<file path="src/rtl/utr_pkg.sv">
package utr_pkg;

	// Pose and heading constants
	localparam logic signed [23:0] POS_MAX = 24'sh7FFFFF;
	localparam logic signed [23:0] POS_MIN = -24'sh800000;
	localparam logic signed [30:0] TURN_SCALE = 31'sd683565276;  // 2^32 / (2 pi)
	localparam logic [15:0] TIME_STEP_RESET = 16'd6554;

	// Quarter-wave sine polynomial, Q15
	localparam logic [15:0] SIN_A = 16'd51472;
	localparam logic [15:0] SIN_B = 16'd21024;
	localparam logic [15:0] SIN_C = 16'd2320;

	// One classified command, front to back
	typedef struct packed {
		logic signed [15:0] speed;
		logic [15:0]        dh;
	} cmd_t;

endpackage

</file>
<file path="src/rtl/utr_front.sv">
module utr_front (
	input  logic                clk,
	input  logic                arst_n,
	input  logic [15:0]         time_step,
	input  logic                in_valid,
	output logic                in_ready,
	input  logic signed [15:0]  in_speed,
	input  logic signed [15:0]  in_rate,
	output logic                cmd_valid,
	input  logic                cmd_ready,
	output utr_pkg::cmd_t       cmd
);
	import utr_pkg::*;

	logic                vld_s1, vld_s2;
	logic signed [15:0]  v_s1, v_s2;
	logic signed [32:0]  wt_s1;
	logic [15:0]         dh_s2;
	logic signed [63:0]  turn_prod;
	logic                en;

	assign en       = !vld_s2 || cmd_ready;
	assign in_ready = en;

	// rate * step * turn scale, rounded to a 16-bit turn fraction
	assign turn_prod = wt_s1 * TURN_SCALE;

	always_ff @(posedge clk or negedge arst_n) begin
		if (!arst_n) begin
			vld_s1 <= 1'b0;
			vld_s2 <= 1'b0;
		end else if (en) begin
			vld_s1 <= in_valid;
			vld_s2 <= vld_s1;
		end
	end

	always_ff @(posedge clk) begin
		if (en) begin
			v_s1  <= in_speed;
			wt_s1 <= in_rate * $signed({1'b0, time_step});
			v_s2  <= v_s1;
			dh_s2 <= turn_prod[59:44] + {15'd0, turn_prod[43]};
		end
	end

	assign cmd_valid = vld_s2;
	assign cmd.speed = v_s2;
	assign cmd.dh    = dh_s2;

endmodule

</file>
<file path="config.mk">
export PLATFORM = sky130hd
export DESIGN_NAME = utr_front
export DESIGN_NICKNAME = d
export VERILOG_FILES = /design/src/rtl/utr_pkg.sv /design/src/rtl/utr_front.sv
export SDC_FILE = /design/constraint.sdc
export NUM_CORES = 2
export LEC_CHECK = 0
export ABC_AREA = 1
export ABC_CLOCK_PERIOD_IN_PS = 9100
export BUFFER_PORTS_ARGS = -buffer_cell sky130_fd_sc_hd__buf_2
export CORE_MARGIN = 5
export CORE_UTILIZATION = 55
export DETAILED_ROUTE_END_ITERATION = 6
export PLACE_DENSITY = 0.74
export RECOVER_POWER = 50
export SLEW_MARGIN = 10
export SYNTH_ARGS = -nofsm -noshare
export SYNTH_HDL_FRONTEND = slang
export SYNTH_SLANG_ARGS = --single-unit
</file>
<file path="constraint.sdc">
create_clock -name clk -period 9.1 [get_ports clk]
set_input_delay 0.455 -clock clk [delete_from_list [all_inputs] [get_ports clk]]
set_output_delay 0.455 -clock clk [all_outputs]
set_load 0.02 [all_outputs]
</file>
### Word level (Yosys, flattened, before mapping)

Index checks and enable logic that the tools add are counted.

| operators by class | value |
|---|---|
| add/subtract/negate cells | 1 |
| $mul | 2 |
| reduce and logical (&&, ||, !) cells | 2 |

Operators by type and width:

| cell | number |
|---|---|
| $mul A33 B29 Y58 const B | 1 |
| $mul A16 B17 Y33 | 1 |
| $add A16 B1 Y16 | 1 |
| $logic_not A1 Y1 | 1 |
| $logic_or A1 B1 Y1 | 1 |

| word-level totals | value |
|---|---|
| flip-flop bits (word level) | 83 |
| input bits | 52 |
| output and inout port bits | 34 |

### Longest topological paths before layout

| depth | value |
|---|---|
| depth after elaboration | 2 |
| depth in mapped cells | 36 |

### Worst setup path after synthesis

OpenSTA, ideal clock, no wires.

| timing path | value |
|---|---|
| path kind | register to register |
| start | reg wt_s1[32] |
| end | reg dh_s2[14] (data pin) |
| library setup time | 0.252 ns |
| arrival time | 7.393 ns |
| path slack | 1.455 ns |
| cell stages (with the launch flop) | 30 |
| buffers on the path | 2 |
| cell sequence | edfxtp_1 -> buf_2 -> inv_1 -> buf_2 -> fa_1 -> inv_1 -> fa_1 -> fa_1 -> fa_1 -> fa_1 -> inv_1 -> fa_1 -> inv_1 -> ha_1 -> nand2_1 -> inv_1 -> nand2_1 -> nand2_1 -> inv_1 -> nand2_1 -> o21bai_1 -> a31oi_1 -> xnor2_1 -> ha_1 -> ha_1 -> nand3_2 -> nor2_4 -> nand3_1 -> nand2_1 -> nand2_1 |

| between the ends | value |
|---|---|
| longest elaborated chain between the ends | 2 |

Ends and longest elaborated chain:

| what | RTL line | text |
|---|---|---|
| start: declaration | utr_front.sv:17 | `logic signed [32:0] wt_s1;` |
| start signal: assignment | utr_front.sv:41 | `wt_s1 <= in_rate * $signed({1'b0, time_step});` |
| $mul A33 B29 Y58 | utr_front.sv:26 | `assign turn_prod = wt_s1 * TURN_SCALE;` |
| $add A16 B1 Y16 | utr_front.sv:43 | `dh_s2 <= turn_prod[59:44] + {15'd0, turn_prod[43]};` |
| end signal: assignment | utr_front.sv:43 |  |
| end: declaration | utr_front.sv:18 | `logic [15:0] dh_s2;` |

No other way between the ends.
A chain may end at the register's enable or synchronous reset.

### Worst setup path after layout

| timing path | value |
|---|---|
| start | reg wt_s1[8] |
| end | reg dh_s2[14] (data pin) |

The elaborated chain is that of the path after synthesis.

==> flow_summary.rst <==
.. list-table::
   :header-rows: 1

   * - Metric
     - Value
   * - Root buffer cell
     - clkbuf_16
   * - Syn_nets
     - 4874
   * - Synth Area per Inst
     - 8.27 sq um
   * - Part of the Yosys area used for sequential elements
     - 7.97%
   * - Classification of the worst-slack hold path
     - in2reg
   * - Unrepaired setup endpoints after global routing
     - false
   * - Post-Syn Area
     - 31200 sq um
   * - Gate count of the mapped netlist
     - 3770
   * - Number of setup violations in the final report
     - 0
   * - Number of routed nets with antenna violations
     - 0
   * - Layout Cells excl Fill
     - 4583
   * - Bufs on Longest Clock Path
     - 2
   * - Layout overhead on the synthesized area
     - 4.77%
   * - Result of the run
     - finished with violations
   * - Top fanout value on the critical path
     - 7
   * - Core Footprint
     - 56300 sq um
   * - DP Cell Count
     - 4564
   * - Portion of the clock cycle consumed by the worst path in the final layout
     - 85.8%
   * - Count of fill cells added during filler insertion
     - 5058
   * - H-Tree Depth
     - 3
   * - Final #Nets
     - 4924
   * - Placer Congestion
     - 1.03
   * - Die footprint
     - 61500 sq um
   * - Post-route DRC violation count
     - 0
   * - Overall routed net length
     - 79100 um
   * - Starting density of the core
     - 55.4%
   * - Worst hold margin
     - 0.231 ns
   * - Most frequent cells in the layout
     - 1279 x inv_1, 792 x nand2_1, 625 x fa_1, 427 x ha_1, 120 x nor2_1
   * - Global routing met2 resource utilization
     - 47.0%
   * - Number of failing hold endpoints at the final stage
     - 0
   * - Total via count in the routed design
     - 22984
   * - Worst-Margin Slew
     - 2.39 ns
   * - Synthesis-stage register bit count
     - 83
   * - Kind of start point of the critical path
     - flop
   * - Vias in the first global route
     - 25199
   * - Most frequent standard cell in the layout excluding fill and tap cells
     - inv_1
   * - Cell variety after synth
     - 38
   * - I/O pin count
     - 86
   * - Wire length of the first global-routing pass
     - 131000 um
   * - Overflow after GRT
     - 0
   * - Number of port buffers
     - 85
   * - Routed len/inst
     - 17.3 um
   * - Via density
     - 5.02
   * - Met1 capacity usage during global routing
     - 35.6%
   * - Relative slew slack
     - -59.7%
   * - Share of the synthesized area in the top cell type
     - 40.2%
   * - Required time of the worst setup path
     - 9.25 ns
   * - Met3 track demand over resource
     - 4.76%
   * - Dominant cell type by area after synthesis
     - fa_1
   * - Dpl hpwl
     - 70300 um
   * - TritonCTS Buffers
     - 9
   * - Number of standard-cell rows in the floorplan
     - 87
   * - Initial antenna violation count
     - 1
   * - Minimum clock period
     - 7.80 ns
   * - Share of layout cells above drive strength 1
     - 3.92%
   * - Violations in the final reports
     - capacitance limit, slew limit
   * - Clock transition at path regs
     - 0.08 ns
   * - Count of max-cap constraint violations
     - 1
   * - Violation count after the first detailed-route iteration
     - 1427
   * - Ranking of synthesized cells by area
     - fa_1 40%, ha_1 17%, inv_1 15%
   * - Peak per-stage delay on the critical path
     - 0.71 ns
   * - Sequential cell area
     - 2480 sq um
   * - Latest clock arrival within the worst-skew pair
     - 0.41 ns
   * - Post-Route Setup TNS
     - 0 ns
   * - DR pass1 iterations
     - 7
   * - Kind of critical path
     - reg2reg
   * - Largest net degree at the start of global routing
     - 55
   * - Maximum clock rate
     - 0.128 GHz
   * - TritonCTS clock tree
     - done
   * - Multi-input logic area
     - 23600 sq um
   * - Most utilized layer in the global route result
     - met2
   * - Y dimension of the die
     - 248 um
   * - Final number of max-transition violations
     - 55
   * - Worst setup EP type
     - flop
   * - Worst path arrival time
     - 7.95 ns
   * - Total routing resource utilization after global routing
     - 27.3%
   * - Final worst clock skew
     - 0.0265 ns
   * - Die Span X
     - 248 um
   * - Number of warnings reported in the yosys synthesis log
     - 0
   * - Critical-path top delay cell
     - edfxtp_1
   * - Clock tree sinks
     - 83
cell families (layout without fill, tap and decap cells):
logic type	Yosys count	count (layout)	synth area share [%]
buf+inv	1348	1403	16.2
flops	83	83	7.97
xor+xnor	64	64	1.80
compound gates	137	137	2.31
other cells	0	2	0
fa+ha+maj	1053	1053	57.3
simple gates	1085	1085	14.3
cells in the mapped netlist, drive strengths merged:
cell type  count
nand4         16
dfrtp          2
xor2          38
a21oi         84
clkinv         1
nand3         78
and2           4
buf            3
inv         1294
edfxtp        81
ha           427
nor2         140
or2           18
nor3          13
nor4           3
o211ai         2
o21a           2
a31oi          5
xnor2         26
clkbuf        50
maj3           1
a21o           1
o21ai         37
a21boi         1
fa           625
nand3b         3
nand2        810
o21bai         5
sequential cells by signal, indices dropped and copies added, names as in the netlist:
name,count
v_s1,16
cmd_valid,1
dh_s2,16
v_s2,16
wt_s1,33
vld_s1,1
stage by stage:
step / util (%) / worst slack, ns / area, sq um
3_5_place_dp: 57.5 / 1.39 / 32400
6_report: 58.0 / 1.30 / 32600
5_1_grt: 58.0 / 0.935 / 32600
4_1_cts: 58.1 / 1.37 / 32700
3_3_place_gp: 57.5 / 1.48 / 32400
2_1_floorplan: - / 1.46 / 31200
layout make-up:
cell class	count	share of cell area [%]
clock inverters	7	0.234
well taps	756	2.90
flip-flops and latches	83	7.60
repair buffers	92	1.34
diodes	2	0.0153
inverters	1295	14.9
multi-input cells	2339	72.3
clock buffers	9	0.690
per-layer routing:
metal  vias up  part of all wire (%)
met5         -                 0.015
met4         2                   3.3
met3       158                   6.3
met2       674                    49
met1     11245                    42
li1      10905                     -
worst max-delay path: cells and delay by family, from the launching register on:
family	cells	cell delay, ns
buf+inv	7	0.69
simple gates	10	1.09
fa+ha+maj	11	4.52
flops	1	0.71
xor+xnor	1	0.23
compound gates	2	0.28
path summary, 6_finish.rpt:
check	start	to	slack (ns)	cells past startpoint
min in group asynchronous	arst_n	vld_s1	0.37	2
worst min register to register	v_s1[0]	v_s2[0]	0.40	0
worst min-delay path	in_speed[3]	v_s1[3]	0.23	1
worst max register to register	wt_s1[8]	dh_s2[14]	1.30	31
max in group asynchronous	arst_n	cmd_valid	8.60	2
worst max-delay path	wt_s1[8]	dh_s2[14]	1.30	31
repair_timing:
| action | CTS | global route |
|---|---|---|
| buffers inserted | 0 | 0 |
| gates resized for setup | 0 | 0 |
| hold buffers | 1 | 0 |
| hold endpoints to repair | 2 | 0 |
Power is left out: the tool's default activity adds up to more than one toggle a clock period on the data nets, which glitch-free logic cannot reach.
