--- src/rtl/utr_queue.sv ---
module utr_queue #(
	parameter int W = 32
) (
	input  logic         clk,
	input  logic         arst_n,
	input  logic         wr_valid,
	output logic         wr_ready,
	input  logic [W-1:0] wr_data,
	output logic         rd_valid,
	input  logic         rd_ready,
	output logic [W-1:0] rd_data
);
	logic [W-1:0] mem_q [2];
	logic         wr_ptr_q, rd_ptr_q;
	logic [1:0]   count_q;
	logic         push, pop;

	assign wr_ready = (count_q != 2'd2);
	assign rd_valid = (count_q != 2'd0);
	assign rd_data  = mem_q[rd_ptr_q];
	assign push     = wr_valid && wr_ready;
	assign pop      = rd_valid && rd_ready;

	always_ff @(posedge clk or negedge arst_n) begin
		if (!arst_n) begin
			wr_ptr_q <= 1'b0;
			rd_ptr_q <= 1'b0;
			count_q  <= 2'd0;
		end else begin
			if (push) wr_ptr_q <= !wr_ptr_q;
			if (pop) rd_ptr_q <= !rd_ptr_q;
			count_q <= count_q + {1'b0, push} - {1'b0, pop};
		end
	end

	always_ff @(posedge clk) begin
		if (push) mem_q[wr_ptr_q] <= wr_data;
	end

endmodule

--- config.mk ---
export PLATFORM = sky130hd
export DESIGN_NAME = utr_queue
export DESIGN_NICKNAME = d
export VERILOG_FILES = /design/src/rtl/utr_queue.sv
export SDC_FILE = /design/constraint.sdc
export NUM_CORES = 1
export LEC_CHECK = 0
export BUFFER_PORTS_ARGS = -buffer_cell sky130_fd_sc_hd__buf_2
export CAP_MARGIN = 15
export CORE_MARGIN = 4
export CORE_UTILIZATION = 46
export DETAILED_ROUTE_END_ITERATION = 7
export PLACE_DENSITY = 0.84
export SYNTH_ARGS = -nofsm -noshare
export SYNTH_HDL_FRONTEND = slang
export SYNTH_SLANG_ARGS = --single-unit
--- constraint.sdc ---
create_clock -name clk -period 2.2 [get_ports clk]
set_input_delay 0.33 -clock clk [delete_from_list [all_inputs] [get_ports clk]]
set_output_delay 0.33 -clock clk [all_outputs]
set_load 0.01 [all_outputs]
### After elaboration in Yosys (flattened, before gate mapping)

Memories as Yosys holds them, arrays and structs flattened.
Cells that the tools add are included.

| cells by class | value |
|---|---|
| bitwise logic cells | 0 |
| reductions and logical operators | 5 |
| add/sub/neg operators | 2 |
| div/mod/pow operators | 0 |
| order comparisons | 0 |
| shift-type cells | 0 |
| multiply operators | 0 |
| eq/ne operators | 1 |
| multiplexer cells | 2 |

Operators by type and width:

| operator | count |
|---|---|
| $add A2 B1 Y2 | 1 |
| $logic_and A1 B1 Y1 | 2 |
| $logic_not A1 Y1 | 2 |
| $mux W1 | 2 |
| $ne A2 B2 Y1 const B | 1 |
| $reduce_bool A2 Y1 | 1 |
| $sub A2 B1 Y2 | 1 |

| storage, ports and cells | value |
|---|---|
| input port bits | 36 |
| output and inout port bits | 34 |
| latch bits | 0 |
| register bits after elaboration | 4 |
| word-level logic and storage cells | 14 |
| memories kept | 1 |
| RAM bits | 64 |
| bits in read-only memories | 0 |

Memory list:

| name | depth | width | rd ports | clocked after memory_dff | wr ports | RTL line | source |
|---|---|---|---|---|---|---|---|
| mem_q | 2 | 32 | 1 | 0 | 1 | 13 | `logic [W-1:0] mem_q [2];` |

### Longest topological paths before layout

Gate-level depths: netlist (run 1).

| logic depth | value |
|---|---|
| depth after elaboration | 4 |
| depth in mapped cells | 5 |
| mapped depth without buffers | 5 |

### Least setup slack after synthesis (run 1)

Ideal clock, no wire load.

| timing path | value |
|---|---|
| path type | reg-to-reg |
| from | reg count_q[0] |
| to | mem mem_q[0][0] (enable) |
| buffers on the path | 0 |
| stages on the path, launching flop included | 4 |
| slack | -0.285 ns |
| setup time | 0.421 ns |
| arrival | 2.064 ns |
| clock period less this slack | 2.485 ns |
| required time | 1.779 ns |
| path through | dfrtp_1 nand2b_1 nand2_1 nor2_1 |

| on the way | value |
|---|---|
| cells in the longest elaborated chain, start to end | 4 |

RTL lines:

| item | RTL line | source |
|---|---|---|
| start, declared | 15 | `logic [1:0] count_q;` |
| start signal, assigned | 32 | `count_q <= count_q + {1'b0, push} - {1'b0, pop};` |
| $ne A2 B2 Y1 | 18 | `assign wr_ready = (count_q != 2'd2);` |
| via wr_ready | 7 | `output logic wr_ready,` |
| $logic_and A1 B1 Y1 | 21 | `assign push = wr_valid && wr_ready;` |
| $mux W1 | 37 | `if (push) mem_q[wr_ptr_q] <= wr_data;` |
| $mux W1 (not written as such) | 37 |  |
| end, declared | 13 |  |

The timed path passes the listed nets, and every way through them passes these cells.

### Worst setup path in the final report (run 1)

| timing path | value |
|---|---|
| from | reg rd_ptr_q |
| to | out rd_data[10] |

| on the way | value |
|---|---|
| cells in the longest elaborated chain, start to end | 1 |

RTL lines:

| item | RTL line | source |
|---|---|---|
| start, declared | 14 | `logic wr_ptr_q, rd_ptr_q;` |
| start signal, assigned | 31 | `if (pop) rd_ptr_q <= !rd_ptr_q;` |
| $mem_v2 Z2 W32 | n/a |  |
| end, declared | 11 | `output logic [W-1:0] rd_data` |

No other way between the ends.

==> results.py, run 1 <==
metrics = {
    "timing": {
        "max_freq_mhz": 514.8,
        "tns_ns": 0,
        "fin_worst_skew_ns": 0.009162,
        "maxSlewViolCount": 0,
        "worstMarginPinSlew_ns": 0.3501,
        "hold_viol": 0,
        "rsz0062_at_grt": "false",
        "period_minus_slack_ns": 1.943,
        "setup_slack_ns": 0.2575,
        "period_share": 0.8830,
        "whs_ns": 0.1935,
        "slew_headroom": 0.7660,
        "setup_viol": 0,
    },
    "finish": {
        "fin_cells": 276,
        "fin_nets": 239,
        "area_growth_syn_to_layout_pct": 26.44,
        "stdcell_area_um2": 3207,
        "drive_gt1_frac": 0.5971,
        "utilization": 0.6123,
        "diodes": 0,
    },
    "setup_path": {
        "cp_slowest_cell": "dfrtp_1",
        "cp_cell_sequence": "buf_12, mux2_2, buf_2",
        "worst_setup_path_end_kind": "output port",
        "max_stage_delay_ns": 0.54,
        "worstSetupStartpointType": "register",
        "critical_path.top_delay_family": "flip-flops",
        "required_ns": 1.87,
        "crit_fanout": 27,
        "cp_data_arrival_time_ns": 1.61,
        "crit_type": "reg -> out",
        "cp_num_buf_inv": 2,
    },
    "routing": {
        "drtAntennaViolNets": 0,
        "vias": 1322,
        "dr.pass1.iters": 4,
        "routed_wl_um": 4086,
        "route.detailed.wl_per_inst_um": 14.80,
        "via_per_inst": 4.790,
        "drc": 0,
        "drtIter0Drc": 26,
    },
    "run": {
        "maxCapViolCount": 0,
    },
    "worst_hold_path": {
        "hold_class": "in -> reg",
    },
    "power": {
        "power_density_nw_per_um2": 1280,
        "total_power_mw": 4.105,
        "leakagePower_nw": 1.219,
        "irDropWorstVdd_uv": 732.9,
    },
    "cts": {
        "post_cts_resized": 0,
        "cts_buffers": 9,
        "cts.reportedPaths.clkPinSlew_ns": 0.07,
        "clk_latency_ns": 0.32,
        "ctsHtreeMaxLevel": 3,
        "cts_setup_buffers": 0,
        "cts-root-buf": "clkbuf_8",
        "tritoncts": "done",
        "cts_buffer_depth": 2,
        "postCtsHoldBufs": 1,
        "cts.sinks": 68,
    },
    "yosys": {
        "syn_nets": 159,
        "synthDistinctLibCells": 17,
        "yosysWarnings": 0,
        "syn_area_um2": 2536,
        "synth_area_leaders": "edfxtp_1, mux2_2, dfrtp_1, xnor2_1, buf_2",
        "synth.largest_area_cell": "edfxtp_1",
        "synth_cells": 122,
        "yosysSeqAreaShare": 0.7972,
        "syn_area_per_cell_um2": 20.79,
        "synth_top_area_share": 0.7578,
        "ys_ff_latch": 68,
    },
    "grt": {
        "antenna_found_initial": 0,
        "grt_max_degree": 28,
        "grt_pass1_wl_um": 6244,
        "grt_pass1_vias": 1339,
        "grt-ovfl-total": 0,
        "grtUsageTotal": 0.1294,
    },
    "place": {
        "gp_congestion": 0.6962,
        "post-place-cells": 260,
        "post-place-ws_ns": 0.5928,
        "dpl_cell_area_um2": 3017,
        "hpwl_um": 2852,
        "io_buffer_count": 69,
    },
    "floorplanning": {
        "die_height_um": 82.25,
        "chipWidth_um": 82.25,
        "die_area_um2": 6765,
        "fp-row-count": 26,
        "core_region_area_um2": 5238,
        "ios": 70,
        "initial_core_util": 0.4842,
    },
    "outcome": {
        "status": "completed",
    },
}
==> cell usage in the layout (no fill, tap or decap), drive strengths merged, types with 2 or more instances in the layout <==
cell | netlist | layout
buf | 4 | 72
clkbuf | 0 | 9
clkinv | 0 | 5
dfrtp | 4 | 4
edfxtp | 64 | 64
mux2 | 32 | 32
nand2 | 2 | 2
nor2 | 3 | 3
xnor2 | 3 | 3
==> worst paths after layout <==
kind	from	end	slack [ns]	cells past startpoint
min in group asynchronous	arst_n	count_q[0]$_DFF_PN0_	0.34	2
setup / recovery	rd_ptr_q$_DFFE_PN0P_	rd_data[10]	0.26	3
hold reg to reg	wr_ptr_q$_DFFE_PN0P_	wr_ptr_q$_DFFE_PN0P_	0.56	1
hold / removal	wr_data[18]	mem_q[1][18]$_DFFE_PP_	0.19	1
max in group asynchronous	arst_n	wr_ptr_q$_DFFE_PN0P_	1.73	2
setup reg to reg	count_q[0]$_DFF_PN0_	mem_q[0][5]$_DFFE_PP_	0.63	4
==> flip-flops by register name, indices dropped and copies added, names as in the netlist <==
| name | flops |
|---|---|
| count_q | 2 |
| wr_ptr_q | 1 |
| mem_q | 64 |
| rd_ptr_q | 1 |
==> cell families after synthesis <==
family	Yosys count	synth area share
compound gates	3	0.01184
simple gates	11	0.02566
buf+inv	4	0.007894
fa+ha+maj	1	0.004933
xor+xnor	3	0.01036
mux	32	0.1421
flops	68	0.7972
==> where the power goes <==
part,internal (mW),switching [mW]
logic,0.650,0.646
clock network,0.507,0.414
registers,1.77,0.116
==> Yosys cell counts <==
library cell	number
nand2b_1	1
dfrtp_1	4
nand2_1	2
o21ba_2	1
xnor2_1	3
or2_2	1
o21ai_0	1
edfxtp_1	64
and2b_2	1
a311oi_2	1
nand3_1	1
and3_2	1
and4bb_1	1
nor2_1	3
mux2_2	32
ha_1	1
buf_2	4
==> per-layer routing <==
metal / track usage / share of wire / vias up
li1: - / - / 634
met1: 0.1573 / 0.42 / 635
met2: 0.2123 / 0.50 / 51
met3: 0.04121 / 0.080 / 2
met4: 0.05482 / 0.0044 / 0
met5: 0 / 0 / -
==> layout make-up <==
class / instances / area (um^2)
flip-flops and latches: 68 / 2022
repair buffers: 73 / 415.4
multi-input cells: 50 / 501.7
fillers: 396 / 2031
clock buffers: 9 / 123.9
well taps: 70 / 87.58
clock inverters: 6 / 56.30
Note: power is estimated with default switching activity, not from simulation.
==> run 2: changes to the inputs <==
ABC_AREA = 1   (was default)
REMOVE_ABC_BUFFERS = 1   (was default)
==> results.py, run 2 <==
metrics = {
    "outcome": {
        "status": "completed",
    },
    "timing": {
        "worstMarginPinSlew_ns": 0.5595,
        "period_share": 0.8261,
        "setup_viol": 0,
        "setup_slack_ns": 0.3826,
        "hold_viol": 0,
        "whs_ns": 0.1814,
        "period_minus_slack_ns": 1.817,
        "maxSlewViolCount": 0,
        "fin_worst_skew_ns": 0.005747,
        "rsz0062_at_grt": "false",
        "max_freq_mhz": 550.2,
        "slew_headroom": 0.6265,
    },
    "yosys": {
        "synth.largest_area_cell": "edfxtp_1",
        "synthDistinctLibCells": 15,
        "synth_area_leaders": "edfxtp_1, nand2_1, dfrtp_1, buf_4, inv_1",
        "syn_area_per_cell_um2": 12.85,
        "synthArstFlopShare": 0.05882,
        "synth_flop_cell": "edfxtp_1",
        "syn_area_um2": 2556,
        "yosysWarnings": 0,
        "synth_cells": 199,
        "ys_ff_latch": 68,
        "synth_top_area_share": 0.7518,
        "synth_commonest_cells": "nand2_1, edfxtp_1, inv_1",
        "synth_edf_count": 64,
        "yosysSeqAreaShare": 0.7910,
        "yosysMostFrequentCell": "nand2_1",
    },
    "cts": {
        "post_cts_resized": 0,
        "cts_setup_buffers": 0,
        "ctsHtreeMaxLevel": 3,
        "cts.reportedPaths.clkPinSlew_ns": 0.06,
        "cts-root-buf": "clkbuf_8",
        "cts.sinks": 68,
        "clk_latency_ns": 0.33,
        "postCtsHoldBufs": 1,
        "cts_buffers": 9,
        "tritoncts": "done",
        "cts_buffer_depth": 2,
    },
    "grt": {
        "grt_pass1_vias": 1664,
        "antenna_found_initial": 0,
        "globalRoute.busiestLayer": "met2",
        "use_met3": 0.06941,
        "grt_pass1_wl_um": 7486,
        "grt_max_degree": 34,
        "grtUsageTotal": 0.1544,
        "use_met2": 0.2652,
        "grt-ovfl-total": 0,
        "grt_use_met1": 0.1668,
    },
    "setup_path": {
        "crit_fanout": 33,
        "critical_path.top_delay_family": "buffers and inverters",
        "max_stage_delay_ns": 0.42,
        "crit_type": "reg -> out",
        "reg2regPathDepth": 4,
        "cp_slowest_cell": "inv_2",
        "crit_path_frequent_cell": "nand2_1",
        "cp_data_arrival_time_ns": 1.49,
        "cp_num_cells": 4,
        "required_ns": 1.87,
        "cp_cell_sequence": "inv_2, nand2_1, nand2_1, buf_2",
        "worst_setup_path_end_kind": "output port",
        "worstSetupStartpointType": "register",
        "cp_num_buf_inv": 2,
    },
    "floorplanning": {
        "fp-row-count": 26,
        "die_area_um2": 6814,
        "initial_core_util": 0.4881,
        "die_height_um": 82.55,
        "core_region_area_um2": 5238,
        "chipWidth_um": 82.55,
        "ios": 70,
    },
    "place": {
        "dpl_cell_area_um2": 3007,
        "hpwl_um": 3098,
        "io_buffer_count": 69,
        "post-place-ws_ns": 0.6203,
        "gp_congestion": 0.6620,
    },
    "routing": {
        "via_per_inst": 4.590,
        "drc": 0,
        "route.detailed.wl_per_inst_um": 13.15,
        "vias": 1611,
        "drtAntennaViolNets": 0,
        "drtIter0Drc": 83,
        "dr.pass1.iters": 4,
        "routed_wl_um": 4615,
    },
    "finish": {
        "drive_gt1_frac": 0.3132,
        "stdcell_area_um2": 3168,
        "largest-register": "mem_q",
        "diodes": 0,
        "largest_reg_flops": 64,
        "area_growth_syn_to_layout_pct": 23.94,
        "final_common_cell": "nand2_1",
        "fin_nets": 313,
        "layout_common_cells": "nand2_1, buf_2, edfxtp_1, clkbuf_8, inv_1",
        "top_regs": "mem_q x64, count_q x2",
    },
    "worst_hold_path": {
        "min_path_cells": 1,
        "hold_class": "in -> reg",
    },
    "run": {
        "maxCapViolCount": 0,
    },
    "power": {
        "irDropWorstVdd_uv": 835.1,
        "power_density_nw_per_um2": 1292,
        "leakagePower_nw": 1.394,
    },
}
run 2: changes by cell type after synthesis, moves of 2 or more:
cell / delta
nand2_1: +101
xnor2_1: -3
mux2_2: -32
inv_2: +2
nand2_2: +2
buf_4: +3
inv_1: +6
run 2: area by class of cell:
cell class / instances / area [um^2]
fill: 427 / 2069
sequential: 68 / 2022
multi-input combinational: 116 / 474.2
timing repair buffer: 73 / 402.9
clock buffer: 12 / 135.1
tap: 70 / 87.58
inverter: 8 / 30.03
clock inverter: 4 / 16.27
run 2: logic make-up (layout without fill, tap and decap cells):
group,after synthesis,count (layout),synth area share
buffers and inverters,15,97,0.02839
and+or+nand+nor,112,112,0.1684
AOI/OAI and AO/OA,2,2,0.003912
xor gates and xnor gates,1,1,0.003427
adders and majority gates,1,1,0.004894
DFF,68,68,0.7910
run 2: per-stage QoR:
step	TNS (ns)	power [mW]	instances	util
after floorplan	-6.563	2.685	192	-
after global placement	0	3.295	334	0.5741
after detailed placement	0	3.338	334	0.5741
after CTS	0	4.149	351	0.6049
after global routing	0	4.407	351	0.6049
final	0	4.093	351	0.6049
run 2: path summary, 6_finish.rpt:
check                                      from                      to  slack [ns]
max                        rd_ptr_q$_DFFE_PN0P_              rd_data[6]        0.38
min                                 wr_data[18]  mem_q[1][18]$_DFFE_PP_        0.18
max reg2reg                count_q[1]$_DFF_PN0_  mem_q[0][14]$_DFFE_PP_        0.61
min reg2reg                count_q[0]$_DFF_PN0_    count_q[0]$_DFF_PN0_        0.58
max in group asynchronous                arst_n    rd_ptr_q$_DFFE_PN0P_        1.74
min in group asynchronous                arst_n    wr_ptr_q$_DFFE_PN0P_        0.33
run 2: routing by layer:
layer	up-vias	share of wire
li1	813	-
met1	738	0.40
met2	56	0.49
met3	4	0.095
met4	0	0.0085
met5	-	0
run 2: power by group:
part	total, mW	switching (mW)	internal [mW]
sequential	1.86	0.0949	1.77
combinational	1.42	0.920	0.495
clock	0.814	0.417	0.397
